==> src/rfrd_pkg.sv <==
`timescale 1ns / 1ps
// ---------------------------------------------------------------------------
// rfrd_pkg: shared types and constants
// Item layouts, codes and controller/datapath signal groups for the
// rangefinder register device.
// ---------------------------------------------------------------------------
package rfrd_pkg;

  localparam int MAX_DISTANCE_CM_DEF = 2000;
  localparam int DIST_W       = 12;
  localparam int STR_W        = 16;
  localparam int TIME_W       = 32;
  localparam int MM_W         = 15;
  localparam int RECIP_W      = 16;
  localparam int PROD_W       = MM_W + RECIP_W;
  localparam logic [RECIP_W-1:0] RECIP_TEN = 16'd52429;
  localparam int RECIP_SHIFT  = 19;
  localparam int CFG_IDX_W    = 1;
  localparam int CFG_DATA_W   = 16;
  localparam int IDX_W        = 2;

  localparam logic [CFG_IDX_W-1:0] CFG_MIN_STRENGTH = 1'd0;
  localparam logic [CFG_IDX_W-1:0] CFG_UPDATE_PERIOD = 1'd1;
  localparam logic [STR_W-1:0]     MIN_STRENGTH_RST = 16'd0;
  localparam logic [STR_W-1:0]     UPDATE_PERIOD_RST = 16'd50;

  localparam logic [7:0] BURST_REGS   = 8'd4;
  localparam logic [7:0] REG_VERSION  = 8'h0C;
  localparam logic [7:0] VERSION_BYTE = 8'd1;
  localparam logic [STR_W-1:0] STR_FULL = 16'hFFFF;

  localparam logic [1:0] REG_DIST_LO = 2'd0;
  localparam logic [1:0] REG_DIST_HI = 2'd1;
  localparam logic [1:0] REG_STR_LO  = 2'd2;
  localparam logic [1:0] REG_STR_HI  = 2'd3;

  typedef enum logic [1:0] {
    MODE_MEAS   = 2'd0,
    MODE_SELECT = 2'd1,
    MODE_READ   = 2'd2,
    MODE_BAD    = 2'd3
  } mode_t;

  typedef struct packed {
    mode_t              mode;
    logic [31:0]        now_ms;
    logic signed [31:0] range_mm;
    logic [7:0]         reg_select;
    logic [7:0]         read_count;
  } in_t;

  typedef struct packed {
    logic [7:0] read_byte;
    logic       byte_valid;
    logic       status;
    logic       last;
  } out_t;

  typedef enum logic [1:0] {
    ST_IDLE,
    ST_CALC,
    ST_UPDATE,
    ST_EMIT
  } state_t;

  typedef struct packed {
    logic load;
    logic calc;
    logic update;
    logic advance;
  } cmd_t;

  typedef struct packed {
    logic is_meas;
    logic is_last;
  } stat_t;

endpackage

==> src/rfrd_ctrl.sv <==
`timescale 1ns / 1ps
// ---------------------------------------------------------------------------
// rfrd_ctrl: transaction controller
// Sequences accept, measurement update and result words for one item.
// ---------------------------------------------------------------------------
module rfrd_ctrl (
  input  logic            clk,
  input  logic            rst_n,
  input  logic            in_valid,
  output logic            in_ready,
  output logic            out_valid,
  input  logic            out_ready,
  input  rfrd_pkg::stat_t stat,
  output rfrd_pkg::cmd_t  cmd
);

  rfrd_pkg::state_t state_r, state_nxt;

  always_ff @(posedge clk) begin
    if (!rst_n) begin
      state_r <= rfrd_pkg::ST_IDLE;
    end else begin
      state_r <= state_nxt;
    end
  end

  always_comb begin
    state_nxt = state_r;
    case (state_r)
      rfrd_pkg::ST_IDLE: begin
        if (in_valid) begin
          state_nxt = stat.is_meas ? rfrd_pkg::ST_CALC : rfrd_pkg::ST_EMIT;
        end
      end
      rfrd_pkg::ST_CALC:   state_nxt = rfrd_pkg::ST_UPDATE;
      rfrd_pkg::ST_UPDATE: state_nxt = rfrd_pkg::ST_IDLE;
      rfrd_pkg::ST_EMIT: begin
        if (out_ready && stat.is_last) begin
          state_nxt = rfrd_pkg::ST_IDLE;
        end
      end
      default: state_nxt = rfrd_pkg::ST_IDLE;
    endcase
  end

  always_comb begin
    in_ready    = 1'b0;
    out_valid   = 1'b0;
    cmd         = '0;
    case (state_r)
      rfrd_pkg::ST_IDLE: begin
        in_ready = rst_n;
        cmd.load = in_valid && rst_n;
      end
      rfrd_pkg::ST_CALC:   cmd.calc = 1'b1;
      rfrd_pkg::ST_UPDATE: cmd.update = 1'b1;
      rfrd_pkg::ST_EMIT: begin
        out_valid   = 1'b1;
        cmd.advance = out_ready && !stat.is_last;
      end
      default: begin
        in_ready = 1'b0;
      end
    endcase
  end

endmodule

==> src/rfrd_dp.sv <==
`timescale 1ns / 1ps
// ---------------------------------------------------------------------------
// rfrd_dp: sensor datapath
// Holds configuration, the item word, measurement state and the register
// pointer; forms result words of a burst one byte at a time.
// ---------------------------------------------------------------------------
module rfrd_dp #(
  parameter int MAX_DISTANCE_CM = rfrd_pkg::MAX_DISTANCE_CM_DEF
) (
  input  logic                            clk,
  input  logic                            rst_n,
  input  logic                            cfg_we,
  input  logic [rfrd_pkg::CFG_IDX_W-1:0]  cfg_index,
  input  logic [rfrd_pkg::CFG_DATA_W-1:0] cfg_wdata,
  input  rfrd_pkg::in_t                   in_data,
  input  rfrd_pkg::cmd_t                  cmd,
  output rfrd_pkg::stat_t                 stat,
  output rfrd_pkg::out_t                  out_data
);

  localparam int LIMIT_MM = MAX_DISTANCE_CM * 10;

  rfrd_pkg::in_t                     item_r;
  logic [rfrd_pkg::IDX_W-1:0]        idx_r;
  logic [7:0]                        pointer_r;
  logic [rfrd_pkg::DIST_W-1:0]       dist_r;
  logic [rfrd_pkg::STR_W-1:0]        str_r;
  logic [rfrd_pkg::TIME_W-1:0]       last_time_r;
  logic [rfrd_pkg::STR_W-1:0]        min_str_r;
  logic [rfrd_pkg::STR_W-1:0]        period_r;
  logic                              take_r;
  logic                              inrange_r;
  logic [rfrd_pkg::PROD_W-1:0]       prod_r;

  logic [rfrd_pkg::TIME_W-1:0]       elapsed;
  logic                              inrange;
  logic [rfrd_pkg::DIST_W-1:0]       cm;
  logic [rfrd_pkg::STR_W-1:0]        scaled;
  logic [rfrd_pkg::STR_W-1:0]        str_raw;
  logic [rfrd_pkg::STR_W-1:0]        str_new;
  logic [8:0]                        burst_end;
  logic [1:0]                        byte_addr;
  logic [7:0]                        reg_data;

  assign elapsed = item_r.now_ms - last_time_r;
  assign inrange = (item_r.range_mm > 32'sd0) &&
                   (item_r.range_mm <= 32'(LIMIT_MM));
  assign cm      = prod_r[rfrd_pkg::RECIP_SHIFT +: rfrd_pkg::DIST_W];
  assign scaled  = {cm, 4'b0000} + {2'b00, cm, 2'b00};
  assign str_raw = rfrd_pkg::STR_FULL - scaled;
  assign str_new = (str_raw < min_str_r) ? min_str_r : str_raw;

  always_ff @(posedge clk) begin
    if (!rst_n) begin
      min_str_r   <= rfrd_pkg::MIN_STRENGTH_RST;
      period_r    <= rfrd_pkg::UPDATE_PERIOD_RST;
      pointer_r   <= '0;
      dist_r      <= '0;
      str_r       <= '0;
      last_time_r <= '0;
      idx_r       <= '0;
    end else begin
      if (cfg_we) begin
        case (cfg_index)
          rfrd_pkg::CFG_MIN_STRENGTH:  min_str_r <= cfg_wdata;
          rfrd_pkg::CFG_UPDATE_PERIOD: period_r  <= cfg_wdata;
          default: ;
        endcase
      end
      if (cmd.load) begin
        idx_r <= '0;
        if (in_data.mode == rfrd_pkg::MODE_SELECT) begin
          pointer_r <= in_data.reg_select;
        end
      end
      if (cmd.advance) begin
        idx_r <= idx_r + 1'b1;
      end
      if (cmd.update && take_r) begin
        last_time_r <= item_r.now_ms;
        if (inrange_r && (cm != '0)) begin
          dist_r <= cm;
          str_r  <= str_new;
        end else begin
          dist_r <= '0;
          str_r  <= '0;
        end
      end
    end
  end

  always_ff @(posedge clk) begin
    if (cmd.load) begin
      item_r <= in_data;
    end
    if (cmd.calc) begin
      take_r    <= (elapsed >= {16'd0, period_r});
      inrange_r <= inrange;
      prod_r    <= {{(rfrd_pkg::PROD_W-rfrd_pkg::MM_W){1'b0}},
                    item_r.range_mm[rfrd_pkg::MM_W-1:0]} *
                   {{(rfrd_pkg::PROD_W-rfrd_pkg::RECIP_W){1'b0}}, rfrd_pkg::RECIP_TEN};
    end
  end

  assign burst_end = {1'b0, pointer_r} + {1'b0, item_r.read_count};
  assign byte_addr = pointer_r[1:0] + idx_r;

  always_comb begin
    case (byte_addr)
      rfrd_pkg::REG_DIST_LO: reg_data = dist_r[7:0];
      rfrd_pkg::REG_DIST_HI: reg_data = 8'(dist_r[rfrd_pkg::DIST_W-1:8]);
      rfrd_pkg::REG_STR_LO:  reg_data = str_r[7:0];
      rfrd_pkg::REG_STR_HI:  reg_data = str_r[15:8];
      default:               reg_data = '0;
    endcase
  end

  always_comb begin
    out_data = '{read_byte: 8'd0, byte_valid: 1'b0, status: 1'b1, last: 1'b1};
    case (item_r.mode)
      rfrd_pkg::MODE_SELECT: out_data.status = 1'b0;
      rfrd_pkg::MODE_READ: begin
        if (pointer_r inside {[8'd0:8'd3]}) begin
          if (burst_end > {1'b0, rfrd_pkg::BURST_REGS}) begin
            out_data.status = 1'b1;
          end else if (item_r.read_count == 8'd0) begin
            out_data.status = 1'b0;
          end else begin
            out_data.read_byte  = reg_data;
            out_data.byte_valid = 1'b1;
            out_data.status     = 1'b0;
            out_data.last       = ({6'd0, idx_r} + 8'd1) == item_r.read_count;
          end
        end else if (pointer_r == rfrd_pkg::REG_VERSION) begin
          out_data.read_byte  = rfrd_pkg::VERSION_BYTE;
          out_data.byte_valid = 1'b1;
          out_data.status     = 1'b0;
        end
      end
      default: out_data.status = 1'b1;
    endcase
  end

  assign stat.is_meas = (in_data.mode == rfrd_pkg::MODE_MEAS);
  assign stat.is_last = out_data.last;

endmodule

==> src/rangefinder_register_device_unit.sv <==
`timescale 1ns / 1ps
// ---------------------------------------------------------------------------
// rangefinder_register_device_unit: range sensor register device
// Stores distance and strength from timed measurements and serves byte
// register reads over a select/read word interface.
// ---------------------------------------------------------------------------
// channel  direction  handshake              payload
// in_      in         in_valid / in_ready    rfrd_pkg::in_t
// out_     out        out_valid / out_ready  rfrd_pkg::out_t
// cfg_     in         cfg_we                 cfg_index, cfg_wdata
//
// A measurement word steps through accept, compare and reciprocal multiply,
// and state update. Select, malformed and read words are accepted, then give
// n result words, one per cycle while out_ready is high; n is at most 4.
// Synchronous reset restores configuration defaults and clears sensor state and the controller.
// A stalled result holds its word and blocks the next input word.
// ---------------------------------------------------------------------------
module rangefinder_register_device_unit #(
  parameter int MAX_DISTANCE_CM = rfrd_pkg::MAX_DISTANCE_CM_DEF
) (
  input  logic                            clk,
  input  logic                            rst_n,
  input  logic                            in_valid,
  output logic                            in_ready,
  input  rfrd_pkg::in_t                   in_data,
  output logic                            out_valid,
  input  logic                            out_ready,
  output rfrd_pkg::out_t                  out_data,
  input  logic                            cfg_we,
  input  logic [rfrd_pkg::CFG_IDX_W-1:0]  cfg_index,
  input  logic [rfrd_pkg::CFG_DATA_W-1:0] cfg_wdata
);

  rfrd_pkg::cmd_t  cmd;
  rfrd_pkg::stat_t stat;

  rfrd_ctrl u_ctrl (
    .clk       (clk),
    .rst_n     (rst_n),
    .in_valid  (in_valid),
    .in_ready  (in_ready),
    .out_valid (out_valid),
    .out_ready (out_ready),
    .stat      (stat),
    .cmd       (cmd)
  );

  rfrd_dp #(
    .MAX_DISTANCE_CM (MAX_DISTANCE_CM)
  ) u_dp (
    .clk       (clk),
    .rst_n     (rst_n),
    .cfg_we    (cfg_we),
    .cfg_index (cfg_index),
    .cfg_wdata (cfg_wdata),
    .in_data   (in_data),
    .cmd       (cmd),
    .stat      (stat),
    .out_data  (out_data)
  );

`ifndef ASSERT_OFF
  a_no_overlap: assert property (@(posedge clk) disable iff (!rst_n)
    out_valid |-> !in_ready)
    else $error("input taken while a result word is pending");

  a_burst_continues: assert property (@(posedge clk) disable iff (!rst_n)
    (out_valid && out_ready && !out_data.last) |=> out_valid)
    else $error("burst dropped before its last word");

  a_meas_silent: assert property (@(posedge clk) disable iff (!rst_n)
    (in_valid && in_ready && in_data.mode == rfrd_pkg::MODE_MEAS) |=> !out_valid)
    else $error("measurement word produced a result");

  a_empty_byte: assert property (@(posedge clk) disable iff (!rst_n)
    (out_valid && !out_data.byte_valid) |-> (out_data.read_byte == 8'd0))
    else $error("data byte set without byte_valid");
`endif

endmodule
==> config.mk <==
export PLATFORM = sky130hd
export DESIGN_NAME = rangefinder_register_device_unit
export DESIGN_NICKNAME = d
export VERILOG_FILES = /design/src/rfrd_pkg.sv /design/src/rfrd_ctrl.sv /design/src/rfrd_dp.sv /design/src/rangefinder_register_device_unit.sv
export SDC_FILE = /design/constraint.sdc
export NUM_CORES = 1
export LEC_CHECK = 0
export BUFFER_PORTS_ARGS = -buffer_cell sky130_fd_sc_hd__buf_4
export CORE_MARGIN = 1.5
export CORE_UTILIZATION = 45
export CTS_CLUSTER_SIZE = 14
export DETAILED_ROUTE_END_ITERATION = 16
export PLACE_DENSITY_LB_ADDON = 0.05
export SETUP_SLACK_MARGIN = 0.02
export SLEW_MARGIN = 20
export SYNTH_ARGS = -nofsm -noshare
export SYNTH_HDL_FRONTEND = slang
export SYNTH_SLANG_ARGS = --single-unit
export TNS_END_PERCENT = 5
==> constraint.sdc <==
create_clock -name clk -period 6.1 [get_ports clk]
set_clock_uncertainty 0.2 [all_clocks]
set_input_delay 1.22 -clock clk [delete_from_list [all_inputs] [get_ports clk]]
set_output_delay 1.22 -clock clk [all_outputs]
set_load 0.01 [all_outputs]
* After elaboration in Yosys (flattened, before gate mapping)
Cells that the tools add are included.
** Operators by class
- Add/subtract/negate cells :: 7
- Multipliers :: 1
- Order comparisons :: 7
- Equality and inequality tests :: 13
- Multiplexer cells :: 27
- Bitwise logic cells :: 1
- Reduce and logical (&&, ||, !) cells :: 18
** Operators by type and width (count)
- greater-or-equal comparator 32 x 16 -> 1 bit :: 1
- greater-than comparator 32 x 1 -> 1 bit (second input constant) :: 1
- <= comparator 32 x 16 -> 1 bit (second input constant) :: 1
- two-way mux 16 bit :: 2
- one-hot mux 8 bit (4 select lines) :: 1
- subtractor 32 bit :: 1
- multiplier 15 x 16 -> 31 bit (second input constant) :: 1
- two-way mux 9 bit :: 3
- adder 16 x 14 -> 16 bit :: 1
- < comparator 16 bit :: 1
- subtractor 16 bit (first input constant) :: 1
- two-way mux 12 bit :: 1
- nonzero test 12 bit :: 1
- two-way mux 1 bit :: 11
- == test 2 bit (second input constant) :: 5
- two-way mux 10 bit :: 1
- two-way mux 2 bit :: 5
- adder 8 x 8 -> 9 bit :: 1
- greater-than comparator 9 x 3 -> 1 bit (second input constant) :: 1
- == test 2 x 1 -> 1 bit (second input constant) :: 4
- == test 8 x 4 -> 1 bit (second input constant) :: 1
- == test 8 bit :: 1
- greater-or-equal comparator 8 x 1 -> 1 bit (second input constant) :: 1
- <= comparator 8 x 2 -> 1 bit (second input constant) :: 1
- 15 further kinds :: 26
** Storage, ports and cells
- Register bits :: 211
- Input port bits :: 104

* Depth between registers and ports, before layout
Gate-level depths: netlist of the first run.
- Depth after elaboration :: 10
- Depth in mapped cells :: 23

* Hierarchy
Synthesis of the first run repeated with hierarchy kept, for this count alone.
** Second synthesis, totals
- Cells, all modules :: 1450
- Area total of the unflattened synthesis :: 14003.4 um^2
** Modules (own cells, without submodules)
- rfrd_dp :: times used 1, cells an instance 1437, area each 13869.6 um^2, seq. area each 4684.5 um^2
- rfrd_ctrl :: times used 1, cells an instance 13, area each 133.9 um^2, seq. area each 40.0 um^2

* Worst setup path before layout of the first run
No wires, ideal clock.
- Path type :: reg-to-reg
- Start :: register u_dp.item_r[22] (netlist name)
- End :: register u_dp.prod_r[30] (netlist name), data pin
- Arrival time :: 5308 ps
- Required time :: 5640 ps
- Path slack :: 332 ps
- Cell stages (with the launch flop) :: 23
- Period minus slack after synthesis :: 5768 ps
- Cell sequence :: edfxtp_1 > inv_1 > ha_1 > xnor2_1 > inv_1 > fa_1 > inv_1 > fa_1 > inv_1 > fa_1 > inv_1 > fa_1 > inv_1 > ha_1 > nand4_1 > nor4_1 > o31ai_1 > nand4_1 > a21oi_1 > o21ai_0 > nor4_1 > nor3_1 > xnor2_1
** On the way
- Word-level cells in the longest chain between the ends :: 1
** RTL lines
- from (decl) :: line rfrd_dp.sv:23 : rfrd_pkg::in_t item_r;
- from (signal assigned) :: line rfrd_dp.sv:94 : item_r <= in_data;
- multiplier 15 x 16 -> 31 bit :: line rfrd_dp.sv:100 : item_r.range_mm[rfrd_pkg::MM_W-1:0]} *
- to (signal assigned) :: line rfrd_dp.sv:99 : prod_r <= {{(rfrd_pkg::PROD_W-rfrd_pkg::MM_W){1'b0}},
- to (decl) :: line rfrd_dp.sv:33 : logic [rfrd_pkg::PROD_W-1:0] prod_r;
Every way passes these cells.
A chain may end at the register's enable or synchronous reset.

* Worst setup path after layout of the first run
- Start :: register u_dp.item_r[29] (netlist name)
- End :: register u_dp.prod_r[30] (netlist name), data pin
Same word-level chain as after synthesis.

==> run_results.csv, run 1 <==
group,metric,value,unit
sta,setup_tns,0,ns
worst_setup_path,crit_family,"adder cells",
pwr,peakVddDrop,0.000247,V
drt,num_vias,10117,
synthesis,synth_cells,1425,
pwr,power_density,315,nW/um^2
layout,multi_input_area,8360,sq um
sta,setup_slack,0.374,ns
drt,detail_route.wirelength,30.8,mm
global_route,grt_pass1_wl,49.9,mm
die,fp.dieW,179,microns
clocking,clockBufferDepth,2,
sta,setup_viol,0,
sta,relSlewSlack,0.308,
synthesis,syn_area,13900,sq um
drt,wl_per_cell,15.8,microns
die,start_util,0.455,
synthesis,synth_fp_nets,1789,
placement,dp_slack,-0.0299,ns
drt,drt_first_pass_iters,5,
clocking,cts_tree,"done",
global_route,antenna_found_initial,0,
worst_setup_path,required,6.11,ns
worst_setup_path,slowest_delay,0.58,ns
die,placementRows,64,
layout,diodes,0,
drt,drtAntennaViolNets,0,
synthesis,ys_ff_latch,192,
synthesis,ys.flop_type,"dfxtp_1",
die,io_pins,117,
worst_setup_path,r2r_slack,0.37,ns
synthesis,synth_edf_count,88,
global_route,busiest_layer,"met2",
placement,postPlaceCellArea,15200,sq um
sta,grt_setup_unrepaired,"no",
layout,final_area,15900,sq um
worst_setup_path,crit_top_cell,"inv_1",
synthesis,ys_seq_area_frac,0.340,
clocking,insertion_delay,0.45,ns
run,drv_cap,0,
drt,drc_errors,0,
sta,worst_pin_slew,1.03,ns
synthesis,postSynth.asyncResetShare,0,
worst_setup_path,cp_cell_sequence,"inv_1, ha_1, inv_1, fa_2, fa_2, inv_1, fa_1, inv_1, fa_1, inv_1, fa_1, inv_1, ha_1, nand4_1, nor4_1, o31ai_1, nand4_1, a21oi_2, o21ai_2, nor4_2, nor3_1, xnor2_1",
worst_hold_path,whs_path_depth,2,
die,die_h,179,microns
worst_setup_path,worstSetupPathType,"reg -> reg",
sta,finalCritPeriodShare,0.939,
layout,drive_gt1_frac,0.130,
sta,fin_crit,5.73,ns
synthesis,yosys.cell_types.count,74,
worst_hold_path,min-delay-path-class,"reg -> reg",
clocking,numCtsBuffers,17,
status,status,"complete, no violations",
layout,ff_latch_area,4720,sq um
worst_setup_path,rr_worst_depth,22,
worst_setup_path,cp_num_buf_inv,6,
drt,drt_iter0_markers,405,
worst_setup_path,cp_max_fo,4,
global_route,met2_usage,0.332,
worst_setup_path,cp.depth,22,
global_route,grt_max_degree,94,
worst_setup_path,crit_path_start_kind,"flop",
worst_setup_path,crit_path_end_kind,"flop",
synthesis,yosys.area.top_type,"edfxtp_1",
layout,area_growth,14.5,%
placement,placed_cells,1914,
sta,finalHoldViolCount,0,
die,die_area,31900,sq um
clocking,clkTransAtPathRegs,0.08,ns
drt,viasPerCell,5.19,
synthesis,avgSynthCellArea,9.74,sq um
die,core_area,30500,sq um
global_route,grt_util_met1,0.263,
global_route,grtUsageTotal,0.199,
placement,hpwl,24.4,mm
global_route,use_met3,0.0424,
clocking,cts_num_sinks,192,
clocking,cts_root_buffer,"clkbuf_16",
placement,portBuffers,116,
clocking,cts_max_level,4,
layout,fin_cells,1948,
sta,max_freq,175,MHz
synthesis,yosys_warnings,0,
sta,slew_viol_final,0,
global_route,first_global_vias,10003,
worst_setup_path,crit_arrival,5.74,ns
placement,gp_congestion,0.882,
global_route,grt_overflow,0,
layout,fillCellCount,2841,
pwr,power.leakage,7.00,nW
worst_setup_path,critPathSlowestCell,"fa_2",
layout,fin_nets,1903,
synthesis,yosys.area.top_type_share,0.190,
synthesis,synth_area_leaders,"edfxtp_1, ha_1, dfxtp_1, fa_1, inv_1",
clocking,holdBufCountCts,0,
## final timing paths
| check | startpoint | endpoint |
|---|---|---|
| max | u_dp.item_r[29] | u_dp.prod_r[30] |
| min | u_dp.str_r[8] | u_dp.str_r[8] |
| max reg2reg | u_dp.item_r[29] | u_dp.prod_r[30] |
| min reg2reg | u_dp.str_r[8] | u_dp.str_r[8] |
## final cells by class
class,count,share of cell area
clock inverter,14,0.0105
tap,396,0.0312
sequential,192,0.297
inverter,187,0.0442
multi-input combinational,1009,0.526
timing repair buffer,132,0.0624
clock buffer,18,0.0283
## worst min-delay path, stage by stage (launching register included)
cell     delay [ns]
dfxtp_1        0.33
nand2_1        0.05
o21ai_0        0.05
## metrics by stage
| step | hold slack, ns | power [mW] | utilization |
|---|---|---|---|
| 2_1_floorplan | 0.220 | 3.25 | - |
| 3_3_place_gp | 0.238 | 3.83 | 0.499 |
| 3_5_place_dp | 0.242 | 3.87 | 0.499 |
| 4_1_cts | 0.259 | 5.05 | 0.519 |
| 5_1_grt | 0.288 | 5.45 | 0.521 |
| 6_report | 0.258 | 5.00 | 0.521 |
## cells in the final DEF (no fill, tap or decap), types with 39 or more instances in the layout
master	instances
ha_1	204
inv_1	187
nand2_1	174
buf_4	132
dfxtp_1	104
edfxtp_1	88
a21boi_0	64
nor2_1	56
a21oi_1	55
fa_1	54
o21ai_0	39
## Yosys cell counts (all sizes together) (15+ instances only)
cell    number
a21boi      65
a21o        23
a21oi       57
clkbuf      31
dfxtp      104
edfxtp      88
fa          56
ha         204
inv        187
mux2i       32
nand2      175
nand3       17
nand4       15
nor2        57
nor2b       33
nor3        24
o21a        16
o21ai       42
xnor2       32
xor2        19
## registers in the layout, summed over array words and instances, names as in the netlist
register and cells:
u_dp.item_r 74, u_dp.last_time_r 32, u_dp.min_str_r 16, u_dp.period_r 16
u_dp.str_r 16, u_dp.dist_r 12, u_dp.prod_r 12, u_dp.pointer_r 8
u_ctrl.state_r 2, u_dp.idx_r 2, u_dp.inrange_r 1, u_dp.take_r 1
## metal layers
metal  vias to the layer above  part of all wire
met5                         -                 0
met4                         0             0.011
met3                        17             0.042
met2                       156              0.46
met1                      4780              0.48
li1                       5164                 -
## logic make-up (layout without fill, tap and decap cells)
kind of cell,Yosys count,count (layout),share of synthesized area
compound gates,283,283,0.145
xor+xnor,51,51,0.0322
fa+ha+maj,260,260,0.265
buf+inv,224,351,0.0607
flops,192,192,0.340
mux,36,36,0.0296
simple gates,379,379,0.128
## power breakdown
group	switching, mW	internal, mW	leakage, nW	total, mW
registers	0.0691	1.48	1.66	1.55
clock network	0.549	0.611	0.304	1.16
logic	1.26	1.03	5.04	2.29
total	1.88	3.12	7.00	5.00
## what timing repair did
item                       CTS  global route
setup endpoints to repair    1             8
pin swaps                    0             6
buffers inserted             0             2
gates resized for setup      1             8
gates cloned                 0             0
No activity file was read; power rests on OpenSTA's default activity.
==> run 2, diff against run 1 <==
HOLD_SLACK_MARGIN = 0.02   (was not set)
RECOVER_POWER = 50   (was not set)
==> run 2 against run 1 <==
Effect of this change: sequential power is essentially flat; first-iteration DRC count decreased by 3.5%; global-route usage unchanged; wire length about the same; die area stayed put; power is 0.15% lower; largest cell class unchanged; largest power group unchanged; highest routed layer unchanged; via count up 0.22%; register-to-register slack barely moved.
==> run_results.csv, run 2 (same netlist as run 1, synthesis figures left out) <==
group,metric,value,unit
layout,max_flop_register,"u_dp.item_r",
worst_setup_path,crit_arrival,5.74,ns
worst_setup_path,worstSetupPathType,"reg -> reg",
layout,multi_input_area,8360,sq um
sta,slew_viol_final,0,
sta,setup_viol,0,
pwr,p_total,5.00,mW
worst_setup_path,startpoint,"u_dp.item_r[20]",
worst_setup_path,cp_max_fo,4,
sta,worst_pin_slew,1.12,ns
pwr,peakVddDrop,0.000247,V
clocking,cts_num_sinks,192,
sta,relSlewSlack,0.249,
layout,area_growth,14.4,%
global_route,grtUsageTotal,0.199,
pwr,power_density,315,nW/um^2
clocking,numCtsBuffers,17,
placement,portBuffers,116,
worst_setup_path,crit_path_end_kind,"flop",
global_route,first_global_vias,10003,
drt,viasPerCell,5.20,
worst_hold_path,min-delay-path-class,"reg -> reg",
clocking,cts_root_buffer,"clkbuf_16",
drt,num_vias,10139,
global_route,grt_overflow,0,
sta,finalHoldViolCount,0,
global_route,antenna_found_initial,1,
global_route,grt_max_degree,94,
die,die_area,31900,sq um
drt,drt_iter0_markers,391,
drt,drc_errors,0,
layout,final_common_cell,"ha_1",
die,placementRows,64,
status,status,"complete, no violations",
worst_hold_path,min-delay-start,"u_dp.str_r[8]",
clocking,holdBufCountCts,0,
layout,largest_reg_flops,74,
clocking,cts_max_level,4,
drt,detail_route.wirelength,30.8,mm
clocking,clkTransAtPathRegs,0.08,ns
die,fp.dieW,179,microns
die,io_pins,117,
drt,wl_per_cell,15.8,microns
sta,max_freq,175,MHz
pwr,power.leakage,6.98,nW
drt,drt_first_pass_iters,7,
layout,layout_common_cells,"ha_1, inv_1, nand2_1",
global_route,grt_pass1_wl,49.9,mm
layout,fin_cells,1949,
die,core_area,30500,sq um
sta,finalCritPeriodShare,0.938,
sta,grt_setup_unrepaired,"no",
die,start_util,0.455,
layout,reg_top3,"u_dp.item_r (74), u_dp.last_time_r (32)",
sta,fin_crit,5.72,ns
worst_setup_path,reg2reg_from,"u_dp.item_r[20]",
worst_setup_path,required,6.11,ns
placement,placed_cells,1914,
clocking,cts_tree,"done",
layout,ff_latch_area,4720,sq um
placement,gp_congestion,0.882,
layout,drive_gt1_frac,0.127,
clocking,clockBufferDepth,2,
worst_setup_path,crit_path_start_kind,"flop",
clocking,insertion_delay,0.45,ns
placement,hpwl,24.4,mm
layout,fin_nets,1903,
die,die_h,179,microns
drt,drtAntennaViolNets,0,
layout,fillCellCount,2849,
run,drv_cap,0,
[run 2: cell count changes in the layout (fill, tap and decap cells not counted), sizes merged]
cell	delta
clkbuf	+75
diode	+1
buf	-75
[run 2: final cells by class]
| class | count | share of cell area |
|---|---|---|
| clock inverters | 14 | 0.0105 |
| repair buffers | 132 | 0.0617 |
| flip-flops and latches | 192 | 0.298 |
| clock buffers | 18 | 0.0284 |
| multi-input cells | 1009 | 0.526 |
| inverters | 187 | 0.0442 |
| well taps | 396 | 0.0312 |
| diodes | 1 | 0.000158 |
[run 2: worst max-delay path: stages, from the launching register on]
cell and delay, ns:
edfxtp_1 0.41, inv_1 0.10, ha_1 0.31, inv_1 0.06
fa_1 0.57, inv_1 0.11, fa_1 0.55, fa_1 0.45
fa_1 0.45, fa_1 0.48, ha_1 0.33, a21o_1 0.18
a21o_1 0.16, a21oi_1 0.17, nand4_1 0.20, a21oi_2 0.26
o21ai_2 0.10, nor4_2 0.17, nor3_1 0.11, xnor2_1 0.13
[run 2: path summary, 6_finish.rpt]
kind / end / slack, ns / cells after the start
worst max-delay path: u_dp.prod_r[30] / 0.38 / 19
worst min-delay path: u_dp.str_r[8] / 0.26 / 2
worst max register to register: u_dp.prod_r[30] / 0.38 / 19
worst min register to register: u_dp.str_r[8] / 0.26 / 2
[run 2: routing by layer]
metal | vias to the layer above | wire (microns) | track usage
met1 | 4793 | 14900 | 0.263
met2 | 161 | 14200 | 0.332
met3 | 17 | 1340 | 0.0424
met5 | - | 0 | 0
met4 | 0 | 346 | 0.0507
li1 | 5168 | - | -
[run 2: per-stage QoR]
stage	util	hold WS, ns	setup WS (ns)	TNS (ns)	area [sq um]
floorplan	-	0.220	0.332	0	13900
global placement	0.499	0.238	0.0470	0	15200
detailed placement	0.499	0.242	-0.0299	-0.0299	15200
CTS	0.519	0.259	0.0584	0	15800
global route	0.520	0.288	0.0309	0	15900
finish	0.520	0.258	0.376	0	15900
[run 2: report_power, final]
part	internal, mW	switching (mW)
Clock	0.611	0.546
Sequential	1.48	0.0693
Combinational	1.03	1.26
[run 2: what timing repair did]
item / in CTS / in global routing
setup buffers: 0 / 2
gates resized for setup: 1 / 8
pin swaps: 0 / 6
endpoints found under the setup margin: 1 / 8
